**config.mk**
```make
export PLATFORM = sky130hd
export DESIGN_NAME = rbs_merge
export DESIGN_NICKNAME = d
export VERILOG_FILES = /design/src/rtl/core/rbs_pkg.sv /design/src/rtl/core/rbs_merge.sv
export SDC_FILE = /design/constraint.sdc
export NUM_CORES = 1
export LEC_CHECK = 0
export ABC_CLOCK_PERIOD_IN_PS = 9100
export BUFFER_PORTS_ARGS = -buffer_cell sky130_fd_sc_hd__buf_2
export CAP_MARGIN = 15
export CORE_MARGIN = 3
export CORE_UTILIZATION = 55
export DETAILED_ROUTE_END_ITERATION = 8
export PLACE_DENSITY = 0.82
export SYNTH_ARGS = -nofsm -noshare
export SYNTH_HDL_FRONTEND = slang
export SYNTH_SLANG_ARGS = --single-unit
```
**constraint.sdc**
```tcl
create_clock -name i_clk -period 9.1 [get_ports i_clk]
set_clock_uncertainty 0.15 [all_clocks]
set_input_delay 1.82 -clock i_clk [delete_from_list [all_inputs] [get_ports i_clk]]
set_output_delay 1.82 -clock i_clk [all_outputs]
set_load 0.01 [all_outputs]
```
**src/rtl/core/rbs_pkg.sv**
```systemverilog
// Shared types and constants for the ray versus box slab intersection block.
// No dependencies.
package rbs_pkg;

    localparam int DVD_W = 48;
    localparam int DIV_LAT = DVD_W + 2;
    localparam int LANE_LAT = DIV_LAT + 1;
    localparam int TOP_LAT = LANE_LAT + 2;

    typedef logic signed [49:0] t_dist;

    localparam t_dist T_NEG_INF = {1'b1, 49'd0};
    localparam t_dist T_POS_INF = {1'b0, {49{1'b1}}};
    localparam t_dist DIST_MAX = 50'sh7FFF_FFFF;

    typedef struct packed {
        logic  act;
        logic  pmiss;
        t_dist tlo;
        t_dist thi;
    } t_lane_res;

endpackage

```
**src/rtl/core/rbs_merge.sv**
```systemverilog
// Merging stage: combines the three lane results into hit flag and saturated distance.
// Depends on rbs_pkg.
module rbs_merge (
    input  logic                 i_clk,
    input  rbs_pkg::t_lane_res   i_x,
    input  rbs_pkg::t_lane_res   i_y,
    input  rbs_pkg::t_lane_res   i_z,
    output logic                 o_hit,
    output logic [30:0]          o_distance
);

    rbs_pkg::t_dist r_enter;
    rbs_pkg::t_dist r_leave;
    logic           r_miss;
    rbs_pkg::t_dist n_enter;
    rbs_pkg::t_dist n_leave;
    rbs_pkg::t_dist n_t;
    logic           n_miss;

    always_comb begin
        n_enter = rbs_pkg::T_NEG_INF;
        n_leave = rbs_pkg::T_POS_INF;
        if (i_x.act && i_x.tlo > n_enter) n_enter = i_x.tlo;
        if (i_y.act && i_y.tlo > n_enter) n_enter = i_y.tlo;
        if (i_z.act && i_z.tlo > n_enter) n_enter = i_z.tlo;
        if (i_x.act && i_x.thi < n_leave) n_leave = i_x.thi;
        if (i_y.act && i_y.thi < n_leave) n_leave = i_y.thi;
        if (i_z.act && i_z.thi < n_leave) n_leave = i_z.thi;
    end

    always_ff @(posedge i_clk) begin
        r_enter <= n_enter;
        r_leave <= n_leave;
        r_miss  <= i_x.pmiss | i_y.pmiss | i_z.pmiss;
    end

    always_comb begin
        n_miss = r_miss || r_leave < 0 || r_enter > r_leave;
        n_t    = (r_enter < 0) ? r_leave : r_enter;
        if (n_t > rbs_pkg::DIST_MAX) n_t = rbs_pkg::DIST_MAX;
    end

    always_ff @(posedge i_clk) begin
        o_hit      <= !n_miss;
        o_distance <= n_miss ? 31'd0 : n_t[30:0];
    end

endmodule

```
# Yosys cells after proc, flatten, opt, wreduce, memory -nomap -nowiden
# Index checks and enable logic that the tools add are counted.
[totals]
ff_bits = 133
inputBits = 307
out_inout_bits = 32
[op_classes]
magnitude_cmp = 10
muxes = 8
n_bitwise = 2
n_reduce_logical = 9
[op_table]
columns = ["cell", "count"]
rows = [
  ["$mux 50", 7],
  ["$gt 50x50->1", 3],
  ["$lt 50x1->1 const B", 2],
  ["$lt 50x50->1", 2],
  ["$gt 50x32->1 const B", 1],
  ["$gt 50x50->1 const B", 1],
  ["$lt 50x50->1 const B", 1],
  ["$mux 31", 1],
  ["$logic_and 1x1->1", 6],
  ["$logic_or 1x1->1", 2],
  ["$or 1x1->1", 2],
  ["$logic_not 1->1", 1],
]

# Longest topological paths before layout
[depth]
depth_word = 9
ltp_mapped = 33
ltp_nobuf = 29

# Worst setup path after synthesis
# Ideal clock, no wire load.
[synth_path]
path_type = "input to register"
startpoint = "in i_x[71] in the netlist's numbering"
endpoint = "reg r_enter[0]"
setup_time_ns = 0.123
arrival_time_ns = 8.086
path_slack_ns = 0.741
stages = 29
cell_sequence = "or4_1 or4_1 o31a_1 clkbuf_1 clkbuf_1 nand2_1 ha_1 a21oi_1 o21ai_1 a221oi_2 o32ai_1 nor4_2 xnor2_1 nor2_1 clkbuf_1 clkbuf_1 a21oi_1 ha_1 nand4_1 nor2_1 nand4_1 or3_1 nor4_1 nand2_1 o211ai_1 a211oi_2 nor2_1 buf_6 mux2_1"
[synth_between]
elab_chain_cells = 9
[synth_rtl]
columns = ["element", "line", "source"]
rows = [
  ["from (decl)", "rbs_merge.sv:5", "input rbs_pkg::t_lane_res i_x,"],
  ["$gt 50x50->1", "rbs_merge.sv:23", "if (i_x.act && i_x.tlo > n_enter) n_enter = i_x.tlo;"],
  ["$logic_and 1x1->1", "rbs_merge.sv:23", ""],
  ["$mux 50 (*)", "rbs_merge.sv:23", ""],
  ["$gt 50x50->1", "rbs_merge.sv:24", "if (i_y.act && i_y.tlo > n_enter) n_enter = i_y.tlo;"],
  ["$logic_and 1x1->1", "rbs_merge.sv:24", ""],
  ["$mux 50 (*)", "rbs_merge.sv:24", ""],
  ["$gt 50x50->1", "rbs_merge.sv:25", "if (i_z.act && i_z.tlo > n_enter) n_enter = i_z.tlo;"],
  ["$logic_and 1x1->1", "rbs_merge.sv:25", ""],
  ["$mux 50 (*)", "rbs_merge.sv:25", ""],
  ["named net n_enter[0]", "rbs_merge.sv:15", "rbs_pkg::t_dist n_enter;"],
  ["to (signal assigned)", "rbs_merge.sv:32", "r_enter <= n_enter;"],
  ["to (decl)", "rbs_merge.sv:12", "rbs_pkg::t_dist r_enter;"],
]
# Mark *: on every way through the listed nets, which the timed path passes. The rest lies on a longest branch.
# A chain may end at the register's enable or synchronous reset.

# Worst setup path after layout
[layout_path]
startpoint = "in i_x[58] in the netlist's numbering"
endpoint = "reg r_enter[19]"
# The elaborated chain is that of the path after synthesis.

==> flow_metrics.py <==
metrics = {
    "outcome": {
        "outcome": "finished, final reports clean",
    },
    "cts": {
        "cts.clk_slew.worst_paths_ps": 60,
        "clkLatencyLatePin_ps": 420,
        "clk_path_buf_depth": 2,
        "cts_tree": "built",
        "holdBufCountCts": 0,
        "clock-sinks": 133,
        "cts-root-buf": "clkbuf_16",
        "numCtsBuffers": 17,
        "h-tree-depth": 4,
    },
    "worst_setup_path": {
        "critPathKind": "in -> reg",
        "worstPathArrival_ps": 9040,
        "cpPeakStageDelay_ps": 450,
        "crit_buf_inv": 5,
        "worstRegToRegCells": 14,
        "cpLargestDelayFamily": "simple AND/OR/NAND/NOR gates",
        "slowest_stage": "nor4_2",
        "critPathLaunchType": "input pin",
        "crit_fanout": 58,
        "critPathRequiredTime_ps": 9290,
        "path_depth": 30,
        "endpoint_kind": "register",
    },
    "floorplanning": {
        "floorplan.initialDensity_pct": 56.5,
        "rows": 54,
        "core_area_um2": 22000,
        "die-area_um2": 24400,
        "die_height_um": 156,
        "io_pins": 339,
        "die_w_um": 156,
    },
    "place": {
        "port_buffers": 338,
        "gp_congestion": 0.997,
        "dp_hpwl_mm": 32.1,
        "dp_cells": 2128,
        "pre_cts_ws_ps": -38.6,
    },
    "synthesis": {
        "yosys.area_share.adder_pct": 25.0,
        "synthArstFlopShare_pct": 0,
        "ys_types": 62,
        "synth_xor_area_share_pct": 0.141,
        "yosysWarnings": 0,
        "syn_inst": 1523,
        "synth_top_family_by_area": "adder cells",
        "synth_edf_count": 0,
        "avgSynthCellArea_um2": 8.14,
        "yosys_most_used_dff": "dfxtp_1",
        "synthesis.nets": 2078,
        "syn_area_um2": 12400,
        "synth_compound_area_share_pct": 15.7,
        "yosys-mux-area-fraction_pct": 12.8,
        "synth_simple_gate_area_share_pct": 16.9,
        "ys_ff_latch": 133,
        "ys_seq_area_share_pct": 21.5,
    },
    "global_route": {
        "grt_overflow": 0,
        "grt_max_degree": 73,
        "antenna_found_initial": 1,
        "grt_pass1_wl_mm": 58.1,
        "grt_pass1_vias": 12100,
        "track_usage_pct": 29.7,
    },
    "timing": {
        "setup_viol": 0,
        "max_freq_mhz": 113,
        "grt_setup_unrepaired": "no",
        "fin_crit_ps": 8850,
        "setup_slack_ps": 249,
        "slew_viol_final": 0,
        "min_period_over_period_pct": 97.3,
        "slew_headroom_pct": 52.2,
        "tns_ps": 0,
        "worstMarginPinSlew_ps": 717,
        "hold_ws_ps": 345,
        "hold_viol": 0,
    },
    "pwr": {
        "vdd_drop_max_mv": 0.122,
        "p_clk_share_pct": 28.3,
        "seqPwrFrac_pct": 31.7,
        "p_sw_share_pct": 36.4,
        "power.switching_w": 0.000866,
        "combPwrFrac_pct": 40.1,
        "powerDensity_nw_per_um2": 156,
        "leakage_nw": 8.90,
        "p_int_w": 0.00152,
    },
    "route": {
        "vias": 12200,
        "routed_wl_mm": 38.1,
        "route.detailed.drc": 0,
        "wire_per_inst_um": 17.6,
        "route.antenna.remaining_nets": 0,
        "via_per_inst": 5.63,
        "drtIter0Drc": 854,
        "drt_pass1_iterations": 6,
    },
    "cells_and_area": {
        "syn2layout_area_growth_pct": 22.8,
        "drive_gt1_share_pct": 25.2,
        "num-nets-final": 2422,
        "layoutNonFillerInstCount": 2161,
        "fin_util_pct": 69.4,
    },
    "worst_hold_path": {
        "hold_path_depth": 2,
        "hold_class": "reg -> reg",
    },
    "flow_run": {
        "max_cap_violations": 0,
    },
}
[metrics by stage]
step / total power [W] / area, um2
2_1_floorplan: 0.00137 / 12400
3_3_place_gp: 0.00167 / 14600
3_5_place_dp: 0.00170 / 14600
4_1_cts: 0.00238 / 15200
5_1_grt: 0.00255 / 15200
6_report: 0.00238 / 15200
[path summary, 6_finish.rpt]
check	from	to	slack [ps]
min reg2reg	r_leave[24]$_DFF_P_	o_distance[24]$_SDFF_PN0_	340
max	i_x[58]	r_enter[19]$_DFF_P_	250
max reg2reg	r_leave[3]$_DFF_P_	o_distance[4]$_SDFF_PN0_	5290
min	r_leave[24]$_DFF_P_	o_distance[24]$_SDFF_PN0_	340
[power groups by stage]
| stage | logic, W | registers (W) | clock network, W |
|---|---|---|---|
| detailed placement | 0.000931 | 0.000766 | 0 |
| CTS | 0.000944 | 0.000754 | 0.000679 |
| global route | 0.00107 | 0.000764 | 0.000713 |
| floorplan | 0.000633 | 0.000741 | 0 |
| global placement | 0.000903 | 0.000765 | 0 |
| finish | 0.000954 | 0.000754 | 0.000673 |
[state kept, by name, indices dropped and copies added, names as in the netlist]
register	flops
r_miss	1
o_distance	31
r_leave	50
o_hit	1
r_enter	50
[synth_stat cells, types with 3 or more instances]
master    number  area share, %
ha_1         248             25
inv_1        206            6.2
nor2_1       160            4.8
dfxtp_1      133             21
a21oi_1      112            4.5
mux2i_1       99            8.0
nand2_1       81            2.5
a21o_1        80            4.8
nand4_1       62            3.1
mux2_2        50            4.5
nor2b_1       44            2.2
a211oi_1      37            2.2
clkbuf_1      33            1.0
nor4_1        22            1.1
o21ai_0       22           0.89
nand3_1       17           0.69
nor3_1        11           0.44
buf_2          9           0.36
o21ai_1        8           0.32
and4_1         6           0.42
buf_1          6           0.18
nand2b_1       6           0.30
o211ai_1       5           0.30
o31ai_1        5           0.30
or4_1          5           0.30
a31oi_1        4           0.20
and3_1         3           0.15
mux2_1         3           0.27
[cell type report]
cell class / instances / area [um2]
clock inverter: 14 / 143
timing repair buffer: 375 / 2040
antenna: 1 / 2.50
clock buffer: 18 / 439
sequential: 133 / 2660
inverter: 206 / 773
tap: 280 / 350
fill: 1825 / 6720
multi-input combinational: 1134 / 8820
[layer usage]
| metal | GRT usage, % | wire [um] | vias to the layer above |
|---|---|---|---|
| li1 | - | - | 6094 |
| met3 | 5.10 | 2180 | 80 |
| met4 | 9.84 | 1230 | 0 |
| met2 | 53.4 | 19000 | 425 |
| met5 | 0 | 0 | - |
| met1 | 35.8 | 15600 | 5568 |
[cells by family (layout without fill, tap and decap cells)]
kind of cell | count (synthesis) | in the layout
fa+ha+maj | 248 | 248
xor+xnor | 2 | 2
flops | 133 | 133
mux | 152 | 152
simple gates | 430 | 430
buf+inv | 256 | 613
compound gates | 302 | 302
other cells | 0 | 1
[worst min-delay path: cells and delay by family, from the launching register on]
family	cells	cell delay [ps]
flops	1	330
compound gates	1	70
simple gates	1	70
[timing repair]
item | 4_1_cts | 5_1_grt
endpoints found under the setup margin | 0 | 47
buffers inserted | 0 | 0
gates resized for setup | 0 | 5
[cell usage in the layout, fill, tap and decap left out, types with 3 or more instances in the layout]
cell	instances
buf_2	338
ha_1	248
inv_1	206
nor2_1	157
dfxtp_1	132
a21oi_1	112
mux2i_1	99
nand2_1	80
a21o_1	80
nand4_1	62
mux2_2	50
nor2b_1	44
a211oi_1	37
buf_4	31
o21ai_0	22
nor4_1	19
nand3_1	17
clkbuf_16	17
nor3_1	11
o21ai_1	7
and4_1	6
nand2b_1	6
buf_12	6
o31ai_1	5
or4_1	5
o211ai_1	5
inv_6	5
nor4_2	4
a31oi_1	4
clkinv_4	4
and3_1	3
mux2_1	3
clkinvlp_4	3
No activity file was read; power rests on OpenSTA's default activity.
